===== src/hdl/tlas_pkg.sv =====
package tlas_pkg;

  localparam int TIME_W = 16;
  localparam int COST_W = 24;
  localparam int CNT_W  = 7;
  localparam int LINE_W = 2;
  localparam int CFG_W  = 2;

  localparam logic [COST_W-1:0] COST_MAX = {COST_W{1'b1}};

  // line codes as reported on the result channel
  localparam logic [LINE_W-1:0] LINE1 = 2'd1;
  localparam logic [LINE_W-1:0] LINE2 = 2'd2;

  // configuration register indexes
  localparam logic [CFG_W-1:0] CFG_ENTRY1 = 2'd0;
  localparam logic [CFG_W-1:0] CFG_ENTRY2 = 2'd1;
  localparam logic [CFG_W-1:0] CFG_EXIT1  = 2'd2;
  localparam logic [CFG_W-1:0] CFG_EXIT2  = 2'd3;

  // choice bits of one station, written into the path memory
  typedef struct packed {
    logic             en;
    logic             bank;
    logic [CNT_W-1:0] station;
    logic             cf1;   // 1: best path into line 1 came from line 2
    logic             cf2;   // 1: best path into line 2 came from line 2
  } path_wr_t;

  // one finished forward pass
  typedef struct packed {
    logic [COST_W-1:0] cost1;
    logic [COST_W-1:0] cost2;
    logic [CNT_W-1:0]  count;
  } job_t;

  typedef struct packed {
    logic full;
    logic bank;
  } q_tail_t;

  typedef struct packed {
    logic valid;
    logic bank;
    job_t job;
  } q_head_t;

  // saturating a + b + c, equal to two chained saturating adds
  function automatic logic [COST_W-1:0] sat_add3(input logic [COST_W-1:0] a,
                                                 input logic [TIME_W-1:0] b,
                                                 input logic [TIME_W-1:0] c);
    logic [COST_W+1:0] s;
    s = {2'b00, a} + {{(COST_W+2-TIME_W){1'b0}}, b}
      + {{(COST_W+2-TIME_W){1'b0}}, c};
    return (s > {2'b00, COST_MAX}) ? COST_MAX : s[COST_W-1:0];
  endfunction

endpackage


===== src/hdl/tlas_front.sv =====
module tlas_front
  import tlas_pkg::*;
#(
  parameter int MAX_STATIONS = 64
) (
  input  logic              clk,
  input  logic              rst_n,
  input  logic              in_valid,
  output logic              in_stall,
  input  logic [TIME_W-1:0] in_work_time_line1,
  input  logic [TIME_W-1:0] in_work_time_line2,
  input  logic [TIME_W-1:0] in_move_from_line1,
  input  logic [TIME_W-1:0] in_move_from_line2,
  input  logic              in_final_station,
  input  logic [TIME_W-1:0] entry1,
  input  logic [TIME_W-1:0] entry2,
  input  q_tail_t           tail,
  output logic              push,
  output job_t              push_job,
  output path_wr_t          wr
);

  logic [COST_W-1:0] best1_r, best1_nxt;
  logic [COST_W-1:0] best2_r, best2_nxt;
  logic [CNT_W-1:0]  count_r, count_nxt;

  logic              accept;
  logic              last;
  logic [CNT_W-1:0]  cnt_inc;
  logic [COST_W-1:0] stay1, cross1, stay2, cross2;
  logic [COST_W-1:0] n1, n2;
  logic              cf1, cf2;

  assign in_stall = tail.full;
  assign accept   = in_valid && !tail.full;
  assign cnt_inc  = count_r + 1'b1;
  assign last     = in_final_station || (cnt_inc == CNT_W'(MAX_STATIONS));

  always_comb begin
    stay1  = sat_add3(best1_r, in_work_time_line1, '0);
    cross1 = sat_add3(best2_r, in_move_from_line2, in_work_time_line1);
    stay2  = sat_add3(best2_r, in_work_time_line2, '0);
    cross2 = sat_add3(best1_r, in_move_from_line1, in_work_time_line2);
    cf1    = !(stay1 <= cross1);
    cf2    = (stay2 <= cross2);
    if (count_r == '0) begin
      n1 = sat_add3({{(COST_W-TIME_W){1'b0}}, entry1}, in_work_time_line1, '0);
      n2 = sat_add3({{(COST_W-TIME_W){1'b0}}, entry2}, in_work_time_line2, '0);
    end else begin
      n1 = cf1 ? cross1 : stay1;
      n2 = cf2 ? stay2 : cross2;
    end
  end

  always_comb begin
    best1_nxt = best1_r;
    best2_nxt = best2_r;
    count_nxt = count_r;
    if (accept) begin
      if (last) begin
        best1_nxt = '0;
        best2_nxt = '0;
        count_nxt = '0;
      end else begin
        best1_nxt = n1;
        best2_nxt = n2;
        count_nxt = cnt_inc;
      end
    end
  end

  assign push           = accept && last;
  assign push_job.cost1 = n1;
  assign push_job.cost2 = n2;
  assign push_job.count = cnt_inc;

  assign wr.en      = accept && (count_r != '0);
  assign wr.bank    = tail.bank;
  assign wr.station = count_r;
  assign wr.cf1     = cf1;
  assign wr.cf2     = cf2;

  always_ff @(posedge clk) begin
    if (!rst_n) begin
      best1_r <= '0;
      best2_r <= '0;
      count_r <= '0;
    end else begin
      best1_r <= best1_nxt;
      best2_r <= best2_nxt;
      count_r <= count_nxt;
    end
  end

endmodule


===== src/hdl/tlas_job_q.sv =====
module tlas_job_q
  import tlas_pkg::*;
(
  input  logic    clk,
  input  logic    rst_n,
  input  logic    push,
  input  job_t    push_job,
  output q_tail_t tail,
  input  logic    pop,
  output q_head_t head
);

  logic [1:0] valid_r, valid_nxt;
  logic       wr_ptr_r, rd_ptr_r;
  job_t       job_r [2];

  // an entry stays valid until its backtrace is done, so it also owns a memory bank
  assign tail.full  = valid_r[wr_ptr_r];
  assign tail.bank  = wr_ptr_r;
  assign head.valid = valid_r[rd_ptr_r];
  assign head.bank  = rd_ptr_r;
  assign head.job   = job_r[rd_ptr_r];

  always_comb begin
    valid_nxt = valid_r;
    if (pop) valid_nxt[rd_ptr_r] = 1'b0;
    if (push) valid_nxt[wr_ptr_r] = 1'b1;
  end

  always_ff @(posedge clk) begin
    if (!rst_n) begin
      valid_r  <= '0;
      wr_ptr_r <= 1'b0;
      rd_ptr_r <= 1'b0;
    end else begin
      valid_r <= valid_nxt;
      if (push) wr_ptr_r <= !wr_ptr_r;
      if (pop) rd_ptr_r <= !rd_ptr_r;
    end
  end

  always_ff @(posedge clk) begin
    if (push) job_r[wr_ptr_r] <= push_job;
  end

  a_push_free : assert property (@(posedge clk) disable iff (!rst_n)
    push |-> !valid_r[wr_ptr_r])
    else $error("job pushed into a busy entry");

  a_pop_valid : assert property (@(posedge clk) disable iff (!rst_n)
    pop |-> valid_r[rd_ptr_r])
    else $error("job popped from an empty entry");

endmodule


===== src/hdl/tlas_back.sv =====
module tlas_back
  import tlas_pkg::*;
#(
  parameter int MAX_STATIONS = 64
) (
  input  logic              clk,
  input  logic              rst_n,
  input  logic [TIME_W-1:0] exit1,
  input  logic [TIME_W-1:0] exit2,
  input  path_wr_t          wr,
  input  q_head_t           head,
  output logic              pop,
  output logic              out_valid,
  input  logic              out_stall,
  output logic [LINE_W-1:0] out_path_line,
  output logic [CNT_W-1:0]  out_path_station,
  output logic [COST_W-1:0] out_total_time,
  output logic              out_path_end
);

  localparam int AW    = (MAX_STATIONS > 1) ? $clog2(MAX_STATIONS) : 1;
  localparam int DEPTH = 2 ** (AW + 1);

  typedef enum logic [1:0] {
    ST_IDLE = 2'b01,
    ST_RUN  = 2'b10
  } state_t;

  state_t            state_r, state_nxt;
  logic [CNT_W-1:0]  j_r, j_nxt;
  logic [LINE_W-1:0] line_r, line_nxt;
  logic [COST_W-1:0] total_r, total_nxt;

  logic              out_valid_r, out_valid_nxt;
  logic [LINE_W-1:0] out_line_r, out_line_nxt;
  logic [CNT_W-1:0]  out_station_r, out_station_nxt;
  logic [COST_W-1:0] out_total_r, out_total_nxt;
  logic              out_end_r, out_end_nxt;

  // choice bits {cf2, cf1} per bank and station
  logic [1:0]        mem [DEPTH];
  logic [1:0]        rd_data_r;
  logic [AW:0]       rd_addr;
  logic [CNT_W-1:0]  rd_slot;

  logic              out_free;
  logic              emit;
  logic              back_bit;
  logic [COST_W-1:0] e1, e2;

  assign out_free = !out_valid_r || !out_stall;
  assign emit     = (state_r == ST_RUN) && out_free;
  assign pop      = emit && (j_r == CNT_W'(1));
  assign back_bit = (line_r == LINE2) ? rd_data_r[1] : rd_data_r[0];
  assign e1 = sat_add3(head.job.cost1, exit1, '0);
  assign e2 = sat_add3(head.job.cost2, exit2, '0);
  assign rd_addr = {head.bank, rd_slot[AW-1:0]};

  always_comb begin
    state_nxt       = state_r;
    j_nxt           = j_r;
    line_nxt        = line_r;
    total_nxt       = total_r;
    out_valid_nxt   = out_free ? 1'b0 : out_valid_r;
    out_line_nxt    = out_line_r;
    out_station_nxt = out_station_r;
    out_total_nxt   = out_total_r;
    out_end_nxt     = out_end_r;
    rd_slot         = j_r - CNT_W'(1);
    unique case (state_r)
      ST_IDLE: begin
        // prefetch the choice bits of the last station
        rd_slot = head.job.count - CNT_W'(1);
        if (head.valid) begin
          j_nxt     = head.job.count;
          line_nxt  = (e1 <= e2) ? LINE1 : LINE2;
          total_nxt = (e1 <= e2) ? e1 : e2;
          state_nxt = ST_RUN;
        end
      end
      ST_RUN: begin
        // keep the read on the current station while stalled
        rd_slot = emit ? (j_r - CNT_W'(2)) : (j_r - CNT_W'(1));
        if (emit) begin
          out_valid_nxt   = 1'b1;
          out_line_nxt    = line_r;
          out_station_nxt = j_r;
          out_total_nxt   = total_r;
          out_end_nxt     = (j_r == CNT_W'(1));
          if (j_r == CNT_W'(1)) begin
            state_nxt = ST_IDLE;
          end else begin
            j_nxt    = j_r - CNT_W'(1);
            line_nxt = back_bit ? LINE2 : LINE1;
          end
        end
      end
      default: begin
        state_nxt = ST_IDLE;
      end
    endcase
  end

  always_ff @(posedge clk) begin
    if (wr.en) mem[{wr.bank, wr.station[AW-1:0]}] <= {wr.cf2, wr.cf1};
    rd_data_r <= mem[rd_addr];
  end

  always_ff @(posedge clk) begin
    if (!rst_n) begin
      state_r     <= ST_IDLE;
      out_valid_r <= 1'b0;
    end else begin
      state_r     <= state_nxt;
      out_valid_r <= out_valid_nxt;
    end
  end

  always_ff @(posedge clk) begin
    j_r           <= j_nxt;
    line_r        <= line_nxt;
    total_r       <= total_nxt;
    out_line_r    <= out_line_nxt;
    out_station_r <= out_station_nxt;
    out_total_r   <= out_total_nxt;
    out_end_r     <= out_end_nxt;
  end

  assign out_valid        = out_valid_r;
  assign out_path_line    = out_line_r;
  assign out_path_station = out_station_r;
  assign out_total_time   = out_total_r;
  assign out_path_end     = out_end_r;

  a_run_holds_job : assert property (@(posedge clk) disable iff (!rst_n)
    state_r == ST_RUN |-> head.valid)
    else $error("backtrace running without a queued job");

  a_pop_to_idle : assert property (@(posedge clk) disable iff (!rst_n)
    pop |=> state_r == ST_IDLE)
    else $error("backtrace did not stop after station 1");

  a_out_sane : assert property (@(posedge clk) disable iff (!rst_n)
    out_valid_r |-> (out_station_r != '0)
                    && (out_line_r == LINE1 || out_line_r == LINE2))
    else $error("result with bad station or line");

endmodule


===== src/hdl/two_line_assembly_schedule_core.sv =====
// two-line assembly schedule
//
// input channel (in_valid / in_stall): one item per station, work times on
// both lines and transfer times from the previous station; in_final_station
// closes the problem, as does the item that reaches MAX_STATIONS stations.
// the forward pass takes one item per clock, so in_stall is low until both
// path memory banks hold problems that are still being traced back.
// result channel (out_valid / out_stall): for a problem of n stations, n
// items from station n down to station 1, each with the chosen line and the
// total time; path_end marks station 1. the first result is registered
// after the job queue and the backtrace state register, then one result per
// cycle while out_stall is low; the backtrace reads one path memory entry
// per cycle. with two banks the next problem runs forward while the
// previous one is traced. out_stall holds the output register and freezes
// the backtrace; the front keeps going until it needs a busy bank.
// configuration (cfg_valid / cfg_ready, always ready): entry and exit times;
// the user must see that they are written only while idle, which the block
// does not enforce. synchronous reset clears the config registers, the
// running costs, the station count and all queued problems.

module two_line_assembly_schedule_core
  import tlas_pkg::*;
#(
  parameter int MAX_STATIONS = 64
) (
  input  logic              clk,
  input  logic              rst_n,
  input  logic              in_valid,
  output logic              in_stall,
  input  logic [TIME_W-1:0] in_work_time_line1,
  input  logic [TIME_W-1:0] in_work_time_line2,
  input  logic [TIME_W-1:0] in_move_from_line1,
  input  logic [TIME_W-1:0] in_move_from_line2,
  input  logic              in_final_station,
  output logic              out_valid,
  input  logic              out_stall,
  output logic [LINE_W-1:0] out_path_line,
  output logic [CNT_W-1:0]  out_path_station,
  output logic [COST_W-1:0] out_total_time,
  output logic              out_path_end,
  input  logic              cfg_valid,
  output logic              cfg_ready,
  input  logic [CFG_W-1:0]  cfg_index,
  input  logic [TIME_W-1:0] cfg_data
);

  logic [TIME_W-1:0] entry1_r, entry2_r, exit1_r, exit2_r;

  q_tail_t  tail;
  q_head_t  head;
  logic     push;
  logic     pop;
  job_t     push_job;
  path_wr_t wr;

  assign cfg_ready = 1'b1;

  // config registers
  always_ff @(posedge clk) begin
    if (!rst_n) begin
      entry1_r <= '0;
      entry2_r <= '0;
      exit1_r  <= '0;
      exit2_r  <= '0;
    end else if (cfg_valid) begin
      unique case (cfg_index)
        CFG_ENTRY1: entry1_r <= cfg_data;
        CFG_ENTRY2: entry2_r <= cfg_data;
        CFG_EXIT1:  exit1_r  <= cfg_data;
        CFG_EXIT2:  exit2_r  <= cfg_data;
        default: begin
        end
      endcase
    end
  end

  // forward pass: running best costs and choice bits
  tlas_front #(
    .MAX_STATIONS(MAX_STATIONS)
  ) u_front (
    .clk                (clk),
    .rst_n              (rst_n),
    .in_valid           (in_valid),
    .in_stall           (in_stall),
    .in_work_time_line1 (in_work_time_line1),
    .in_work_time_line2 (in_work_time_line2),
    .in_move_from_line1 (in_move_from_line1),
    .in_move_from_line2 (in_move_from_line2),
    .in_final_station   (in_final_station),
    .entry1             (entry1_r),
    .entry2             (entry2_r),
    .tail               (tail),
    .push               (push),
    .push_job           (push_job),
    .wr                 (wr)
  );

  // two finished problems at most, one per memory bank
  tlas_job_q u_job_q (
    .clk      (clk),
    .rst_n    (rst_n),
    .push     (push),
    .push_job (push_job),
    .tail     (tail),
    .pop      (pop),
    .head     (head)
  );

  // exit choice and backtrace through the path memory
  tlas_back #(
    .MAX_STATIONS(MAX_STATIONS)
  ) u_back (
    .clk              (clk),
    .rst_n            (rst_n),
    .exit1            (exit1_r),
    .exit2            (exit2_r),
    .wr               (wr),
    .head             (head),
    .pop              (pop),
    .out_valid        (out_valid),
    .out_stall        (out_stall),
    .out_path_line    (out_path_line),
    .out_path_station (out_path_station),
    .out_total_time   (out_total_time),
    .out_path_end     (out_path_end)
  );

endmodule

===== config.mk =====
export PLATFORM = sky130hd
export DESIGN_NAME = two_line_assembly_schedule_core
export DESIGN_NICKNAME = d
export VERILOG_FILES = /design/src/hdl/tlas_pkg.sv /design/src/hdl/tlas_front.sv /design/src/hdl/tlas_job_q.sv /design/src/hdl/tlas_back.sv /design/src/hdl/two_line_assembly_schedule_core.sv
export SDC_FILE = /design/constraint.sdc
export NUM_CORES = 1
export LEC_CHECK = 0
export BUFFER_PORTS_ARGS = -buffer_cell sky130_fd_sc_hd__buf_4
export CORE_UTILIZATION = 45
export CTS_CLUSTER_SIZE = 20
export DETAILED_ROUTE_END_ITERATION = 7
export RECOVER_POWER = 50
export SYNTH_ARGS = -nofsm -noshare
export SYNTH_HDL_FRONTEND = slang
export SYNTH_HIERARCHICAL = 1
export SYNTH_SLANG_ARGS = --single-unit

===== constraint.sdc =====
create_clock -name clk -period 9.6 [get_ports clk]
set_clock_uncertainty 0.05 [all_clocks]
set_input_delay 0.48 -clock clk [delete_from_list [all_inputs] [get_ports clk]]
set_output_delay 0.48 -clock clk [all_outputs]
set_load 0.005 [all_outputs]

---- Word-level counts from Yosys, hierarchy flattened ----
Memory sizes are Yosys's and may differ from the RTL's. A register that Yosys moved wholly into a read port is not among the register bits.
Cells that the tools add are included.
word-level totals
  memory bits (writable) .................. 366
  output and inout bits ................... 37
  input bits .............................. 88
  word-level logic and storage cells ...... 144
  register bits ........................... 193
  memories kept ........................... 2
cells by class
  reductions and logical operators ........ 27
  add/sub/neg operators ................... 14
  bitwise logic cells ..................... 3
  mux-type cells .......................... 52
  eq/ne operators ......................... 12
  order comparisons ....................... 15
memories
  name           words  bits a word  rd ports  clocked after memory_dff  write ports  RTL line          RTL
  u_back.mem     128    2            1         1                         1            tlas_back.sv:41   logic [1:0] mem [DEPTH];
  u_job_q.job_r  2      55           1         1                         1            tlas_job_q.sv:15  job_t job_r [2];
operators with widths
  operator                                                                            number
  24-bit 2-to-1 mux                                                                   15
  26-bit by 24-bit greater-than comparator with 1-bit output (second input constant)  8
  24-bit by 16-bit adder with 25-bit output                                           6
  24-bit <= comparator                                                                3
  26-bit by 16-bit adder with 26-bit output                                           2
  16-bit by 16-bit adder with 17-bit output                                           2
  7-bit 2-to-1 mux                                                                    4
  2-bit 2-to-1 mux                                                                    10
  1-bit 2-to-1 mux                                                                    16
  7-bit case mux with 2 select lines                                                  1
  6-bit case mux with 2 select lines                                                  1
  2-bit AND reduction                                                                 6
  2-bit == test (second input constant)                                               4
  2-bit case mux with 2 select lines                                                  2
  7-bit by 1-bit adder with 7-bit output (second input constant)                      1
  7-bit by 1-bit == test with 1-bit output (second input constant)                    1
  7-bit == test (second input constant)                                               1
  1-bit logical AND                                                                   7
  7-bit zero test                                                                     1
  7-bit nonzero test                                                                  1
  7-bit by 1-bit subtractor with 7-bit output (second input constant)                 1
  1-bit zero test                                                                     6
  6-bit 2-to-1 mux                                                                    1
  2-bit != test (second input constant)                                               3
  other kinds (15)                                                                    20

---- Depth between registers and ports, before layout ----
Gate-level depths: netlist of run 1.
  depth after elaboration ................. 9
  depth in mapped cells ................... 27
  depth with buffers taken out ............ 23

---- Hierarchy ----
The synthesis of run 1 kept the hierarchy.
by module, submodules not included
  module                           sequential area each (µm²)  cells an instance  area each (µm²)  instances
  tlas_back                        9799.4                      1360               16454.5          1
  tlas_front                       1101.1                      1448               10770.3          1
  tlas_job_q                       3403.3                      192                4440.5           1
  two_line_assembly_schedule_core  1281.2                      230                2379.8           1

---- Worst setup path before layout of run 1 ----
OpenSTA, ideal clock, no wires.
  path type ............................... input to register
  start point ............................. input port in_work_time_line1[1]
  end point ............................... memory u_back.mem[0][0] (data pin)
  buffers on the path ..................... 2
  stages on the path ...................... 20
  required time ........................... 9.206 ns
  path slack .............................. 3.888 ns
  arrival time ............................ 5.318 ns
  cell sequence ........................... fa_1 > ha_1 > inv_1 > fa_1 > nand2b_1 > a21oi_1 > o211ai_1 > a21oi_1 > o21ai_0 > or4b_1 > nand2_1 > ha_1 > nand3_1 > or3_1 > or3_1 > or4_4 > nand2_4 > inv_4 > buf_2 > buf_4
between the ends
  cells in the longest elaborated chain, start to end .. 5
  elaborated cells on any way between the ends .. 8
  those cells by class .................... add/sub: 2; order compare: 3; mux: 2; reduce/logical: 1
RTL lines
  what                                                                                                    RTL line                               RTL
  from (decl)                                                                                             two_line_assembly_schedule_core.sv:30  input logic [TIME_W-1:0] in_work_time_line1,
  26-bit by 16-bit adder with 26-bit output or 24-bit by 16-bit adder with 25-bit output (tied branches)  tlas_pkg.sv:54, tlas_pkg.sv:53
  26-bit by 24-bit greater-than comparator with 1-bit output                                              tlas_pkg.sv:55                         return (s > {2'b00, COST_MAX}) ? COST_MAX : s[COST_W-1:0];
  24-bit 2-to-1 mux                                                                                       tlas_pkg.sv:55
  24-bit <= comparator (*)                                                                                tlas_front.sv:44                       cf1 = !(stay1 <= cross1);
  1-bit zero test (*)                                                                                     tlas_front.sv:44
  net u_front.cf1                                                                                         tlas_front.sv:32                       logic cf1, cf2;
  to (decl)                                                                                               tlas_back.sv:41
The timed path passes the listed nets; every way through them passes the cells marked *.

==> reports/qor.yml, run 1 <==
min_path_type: "in -> reg"
yosysWarnings: 6
drive_gt1_frac: 0.124
die-area_um2: 76800
syn-cell-area_um2: 34000
synth_seq_cells: 562
route.detailed.drc: 0
startpoint_type: "flip-flop"
comb_power_share: 0.325
grt_usage: 0.279
ctsResizeCount: 0
rsz0062_at_grt: "no"
finalCriticalPeriod_ps: 7280
path_clk_slew_ps: 70
cts_tree: "yes"
p_sw_mw: 2.87
cts_buffer_depth: 3
ys.flop_type: "edfxtp_1"
status: "finished, violations left"
synthToLayoutAreaGrowth_pct: 10.9
rr_endpoint: "u_job_q/job_r[1][37]"
avgSynthCellArea_um2: 10.5
fp.dieH_um: 277
num_vias: 26600
die_x_um: 277
tightest_slew_ps: 3370
synth_edf_count: 433
power.density_nw_per_um2: 216
yosysSeqAreaShare: 0.458
timing.fmax_ghz: 0.137
synth_top_area_cell: "edfxtp_1"
holdPathStages: 4
drt_iter0_drc: 2638
cts_sinks: 562
slew_violations: 253
h-tree-depth: 2
holdPathEnd: "u_front/count_r[2]"
dr.pass1.iters: 6
hp-start: "in_final_station"
io_pins: 125
synth_top_area_frac: 0.382
synth.distinct_cells: 98
ir_drop_uv: 154
routedWlPerCell_um: 25.2
regToRegStartpoint: "u_front/best2_r[1]"
grt_first_pass_wirelength_um: 162000
io_buffer_count: 123
postSynthCellCount: 3230
antenna_found_initial: 2
hold_viol_final: 0
slew_headroom: -1.25
clock_power_share: 0.302
synth.area.top_cells: "edfxtp_1 38%, ha_1 7.7%, dfxtp_1 7.6%"
critPathRequiredTime_ps: 9850
setup_viol: 0
p_leak_nw: 14.6
arrival_ps: 7530
rows: 100
critPathKind: "reg -> reg"
cap_violations: 6
violations: "max-capacitance violations, max-slew violations"
final_common_cell: "edfxtp_1"
overflow: 0
grt_pass1_vias: 25700
rr_worst_depth: 20
setup-tns-final_ps: 0
vias_per_cell: 6.16
initial_core_util: 0.456
dp_hpwl_um: 80100
core_um2: 74700
period_share: 0.759
clk_latency_ps: 650
reg2reg_slack_ps: 2320
gp_congestion: 1.01
internal_power_mw: 5.30
root_buffer: "clkbuf_16"
cp_max_fo: 72
total_power_mw: 8.17
drt-total-wl_um: 109000
ant_nets: 0
most-common-layout-cells: "433 x edfxtp_1, 357 x nand2_1, 285 x nor2_1, 209 x ha_1, 177 x a21oi_1"
synthArstFlopShare: 0
numCtsBuffers: 61
final.fill_count: 6659
nets: 3628
p_sw_frac: 0.352
hold_buffers: 0
synthesis.nets: 3567
crit_path_end_kind: "flip-flop"
pwr-share-seq: 0.373
post_cts_buffers: 0
grt_max_degree: 97
sequential cells by signal (all words and copies together) (netlist names), 2 cells and up, named ones only:
| signal | count |
|---|---|
| entry2_r | 16 |
| u_back/out_path_station | 7 |
| u_back/mem | 256 |
| u_job_q/job_r | 110 |
| u_back/state_r | 2 |
| u_front/count_r | 7 |
| u_back/j_r | 7 |
| u_front/best2_r | 24 |
| u_back/out_total_time | 24 |
| u_back/rd_data_r | 2 |
| u_back/line_r | 2 |
| entry1_r | 16 |
| u_job_q/valid_r | 2 |
| exit2_r | 16 |
| u_back/out_path_line | 2 |
| u_back/total_r | 24 |
| u_front/best1_r | 24 |
| exit1_r | 16 |
worst max-delay path by stage:
stage	slack, ps	start	cells after the start	to
after CTS	2360	u_front/best2_r[1]	20	u_job_q/job_r[1][37]
after floorplan	3890	in_work_time_line1[1]	20	u_back/mem[0][0]
final	2320	u_front/best2_r[1]	20	u_job_q/job_r[1][37]
after global placement	2270	in_work_time_line1[1]	21	u_job_q/job_r[0][37]
after global routing	1890	u_front/best1_r[2]	19	u_front/best2_r[9]
after detailed placement	2210	in_work_time_line1[1]	21	u_job_q/job_r[1][37]
cell type report:
cell class              count  area, um2  area share
multi-input cells        2416      17300       0.459
flip-flops and latches    562      15600       0.413
clock buffers              75       1610      0.0427
well taps                 969       1210      0.0321
repair buffers            153       1120      0.0296
clock inverters            41        503      0.0133
inverters                  97        368     0.00975
diodes                      1       2.50   0.0000663
worst max-delay path, stage by stage, from the launching register on:
cell and delay [ps]:
dfxtp_1 420, fa_1 530, ha_1 200, inv_1 70, fa_1 400, nand2b_1 180, a21oi_1 260, o211ai_1 180
a21oi_1 440, o21ai_0 270, or4b_1 540, nand2_1 120, ha_1 160, nand3_1 100, or3_1 400, or3_1 420
o211ai_1 280, nand2_4 230, inv_4 600, mux2_2 420, o21ai_0 660
synth_stat cells, types with 37 or more instances:
library cell  count
a21o_1           63
nor3_1           68
edfxtp_1        433
mux2_4           50
a21oi_1         178
mux2i_1         110
nor2_1          286
inv_1            96
clkbuf_1         99
o21a_1           45
a211oi_1         58
o21ai_0         126
o211ai_1         37
ha_1            209
xnor2_1          71
dfxtp_1         129
nand2_1         357
nand3_1          93
xor2_1           42
fa_1             40
power by group through the flow:
stage / registers (mW) / logic [mW] / clock network, mW
after floorplan: 3.05 / 1.79 / 0
after global routing: 3.05 / 2.89 / 2.60
after global placement: 3.09 / 2.56 / 0
after detailed placement: 3.10 / 2.61 / 0
after CTS: 3.05 / 2.62 / 2.51
final: 3.05 / 2.66 / 2.46
routing by layer:
layer	GRT usage	vias up	wire length (um)
li1	-	12200	-
met1	0.403	13100	48600
met2	0.426	1148	47600
met3	0.0517	189	9270
met4	0.0832	0	3320
met5	0	-	0
cells by family (layout without fill, tap and decap cells):
| group | Yosys count | in the layout | synth area share |
|---|---|---|---|
| and+or+nand+nor | 1076 | 1076 | 0.148 |
| AOI/OAI and AO/OA | 766 | 766 | 0.152 |
| DFF | 562 | 562 | 0.458 |
| buffers and inverters | 252 | 366 | 0.0348 |
| adders and majority gates | 249 | 249 | 0.100 |
| muxes | 211 | 211 | 0.0779 |
| xor gates and xnor gates | 113 | 113 | 0.0291 |
| other | 1 | 2 | 0.000110 |
stage by stage:
stage | setup slack (ps) | hold WS (ps) | instances | utilization | instance area [um2]
finish | 2320 | 160 | 4314 | 0.505 | 37700
global route | 1890 | 182 | 4313 | 0.505 | 37700
CTS | 2360 | 127 | 4313 | 0.506 | 37800
detailed placement | 2210 | 356 | 4197 | 0.478 | 35700
global placement | 2270 | 353 | 4197 | 0.478 | 35700
floorplan | 3890 | 350 | 3230 | - | 34000
No activity file was read; power rests on OpenSTA's default activity.
==> run 2: changes to the inputs <==
==> constraint.sdc (replaced) <==
create_clock -name clk -period 6.8 [get_ports clk]
set_clock_uncertainty 0.05 [all_clocks]
set_input_delay 0.34 -clock clk [delete_from_list [all_inputs] [get_ports clk]]
set_output_delay 0.34 -clock clk [all_outputs]
set_load 0.005 [all_outputs]
==> reports/qor.yml, run 2 (synthesis gave the netlist of run 1 again) <==
arrival_ps: 6750  # -780 ps
worst_path_largest_cell_delay_ps: 820  # +160 ps
io_buffer_count: 123  # unchanged
die_x_um: 277  # unchanged
tightest_slew_ps: 3000  # -377 ps
final_common_cell: "edfxtp_1"
grt_usage: 0.283  # +0.00370
io_pins: 125  # unchanged
clk_latency_ps: 630  # -20 ps
cp_max_fo: 41  # -43%
dp_hpwl_um: 82700  # +3.3%
largest_reg_flops: 256  # unchanged
grt_max_degree: 134  # +38%
worst-path-buf-inv: 2  # unchanged
violations: "design-rule violations, max-capacitance violations, max-slew violations"
total_power_mw: 11.3  # +39%
post_cts_buffers: 0  # unchanged
cap_violations: 6  # unchanged
synthToLayoutAreaGrowth_pct: 11.0
critPathKind: "reg -> reg"
h-tree-depth: 2  # unchanged
setup-tns-final_ps: 0  # unchanged
fp.dieH_um: 277  # unchanged
critPathRequiredTime_ps: 7030  # -2820 ps
min_path_type: "in -> reg"
crit_chain: "fa_1 > ha_1 > a211oi_1 > o211ai_1 > a21oi_1 > nor4_1 > nor2_1 > o21ai_0 > inv_1 > ha_1 > nand3_1 > or4_1 > a31oi_1 > o31ai_1 > a21boi_2 > buf_4 > a211oi_1 > o31ai_1"
num_vias: 26800  # +0.85%
cts_sinks: 562  # unchanged
ir_drop_uv: 285  # +84%
timing.fmax_ghz: 0.153  # +12%
status: "finished, violations left"
p_leak_nw: 14.7  # +0.46%
overflow: 0  # unchanged
diodes: 0  # -1
cts_tree: "yes"
nets: 3648  # +0.55%
period_share: 0.959  # +0.200
rows: 100  # unchanged
gp_congestion: 1.02  # +1.2%
crit_path_end_kind: "flip-flop"
die-area_um2: 76800  # unchanged
grt_first_pass_wirelength_um: 164000  # +1.3%
drt_iter0_drc: 2918  # +11%
root_buffer: "clkbuf_16"
crit_path_top_delay_cell: "o31ai_1"
ant_nets: 0  # unchanged
path_clk_slew_ps: 60  # about the same
grt_pass1_vias: 25800  # +0.66%
slew_headroom: -1.00  # +0.247
slew_violations: 221  # -13%
routedWlPerCell_um: 25.7  # +2.0%
most-common-layout-cells: "433 x edfxtp_1, 357 x nand2_1, 284 x nor2_1, 209 x ha_1, 177 x a21oi_1"
setup_viol: 0  # unchanged
numCtsBuffers: 58  # -4.9%
finalCriticalPeriod_ps: 6520  # -765 ps
cts_buffer_depth: 3  # unchanged
power.density_nw_per_um2: 300  # +39%
route.detailed.drc: 8  # +8
dr.pass1.iters: 8  # +2
drt-total-wl_um: 111000  # +2.3%
antenna_found_initial: 3  # +1
final.fill_count: 6662  # +0.045%
vias_per_cell: 6.19  # +0.55%
drive_gt1_frac: 0.128  # +0.00425
core_um2: 74700  # unchanged
rsz0062_at_grt: "no"
startpoint_type: "flip-flop"
crit_family: "compound AO/OA/AOI/OAI gates"
initial_core_util: 0.456  # unchanged
hold_viol_final: 0  # unchanged
[run 2: metrics by stage]
step                      cell area, um2  utilization  hold WS (ps)  std cells  setup slack (ps)
after floorplan                    34000            -           350       3230              1230
after global placement             35900        0.480           351       4219               398
after detailed placement           35900        0.480           356       4219               275
after CTS                          37800        0.506          66.7       4327               216
after global routing               37800        0.506          95.5       4327              12.8
final                              37800        0.506          84.7       4327               282
[run 2: report_power, final]
part / internal (mW) / total, mW / switching, mW
combinational: 1.28 / 3.79 / 2.52
sequential: 4.20 / 4.30 / 0.0983
clock: 1.88 / 3.25 / 1.38
total: 7.35 / 11.3 / 3.99
[run 2: area by class of cell]
cell class,count,area [um2],area share
Sequential cell,562,15600,0.412
Timing Repair Buffer,176,1320,0.0349
Multi-Input combinational cell,2416,17300,0.459
Clock buffer,74,1620,0.0428
Clock inverter,33,345,0.00914
Inverter,97,368,0.00973
Tap cell,969,1210,0.0321
[run 2: final timing paths]
| check | start | end | slack, ps | cells after the start |
|---|---|---|---|---|
| setup reg to reg | u_front/best1_r[2] | u_job_q/job_r[1][16] | 280 | 18 |
| setup / recovery | u_front/best1_r[2] | u_job_q/job_r[1][16] | 280 | 18 |
| hold reg to reg | u_back/total_r[0] | u_back/out_total_time[0] | 370 | 0 |
| hold / removal | cfg_data[11] | entry2_r[11] | 80 | 3 |
[run 2: timing repair]
action | 4_1_cts | 5_1_grt
endpoints found under the hold margin | 1 | 0
setup endpoints to repair | 0 | 6
hold buffers | 1 | 0
gates resized for setup | 0 | 3
[run 2: worst min-delay path, stage by stage]
cell	delay [ps]
buf_4	80
nand2_1	130
mux2i_1	150
[run 2: per-layer routing]
layer,global-route usage,wire length (um)
met1,0.418,50900
met2,0.426,47900
met3,0.0387,8750
met4,0.0937,3780
met5,0,0
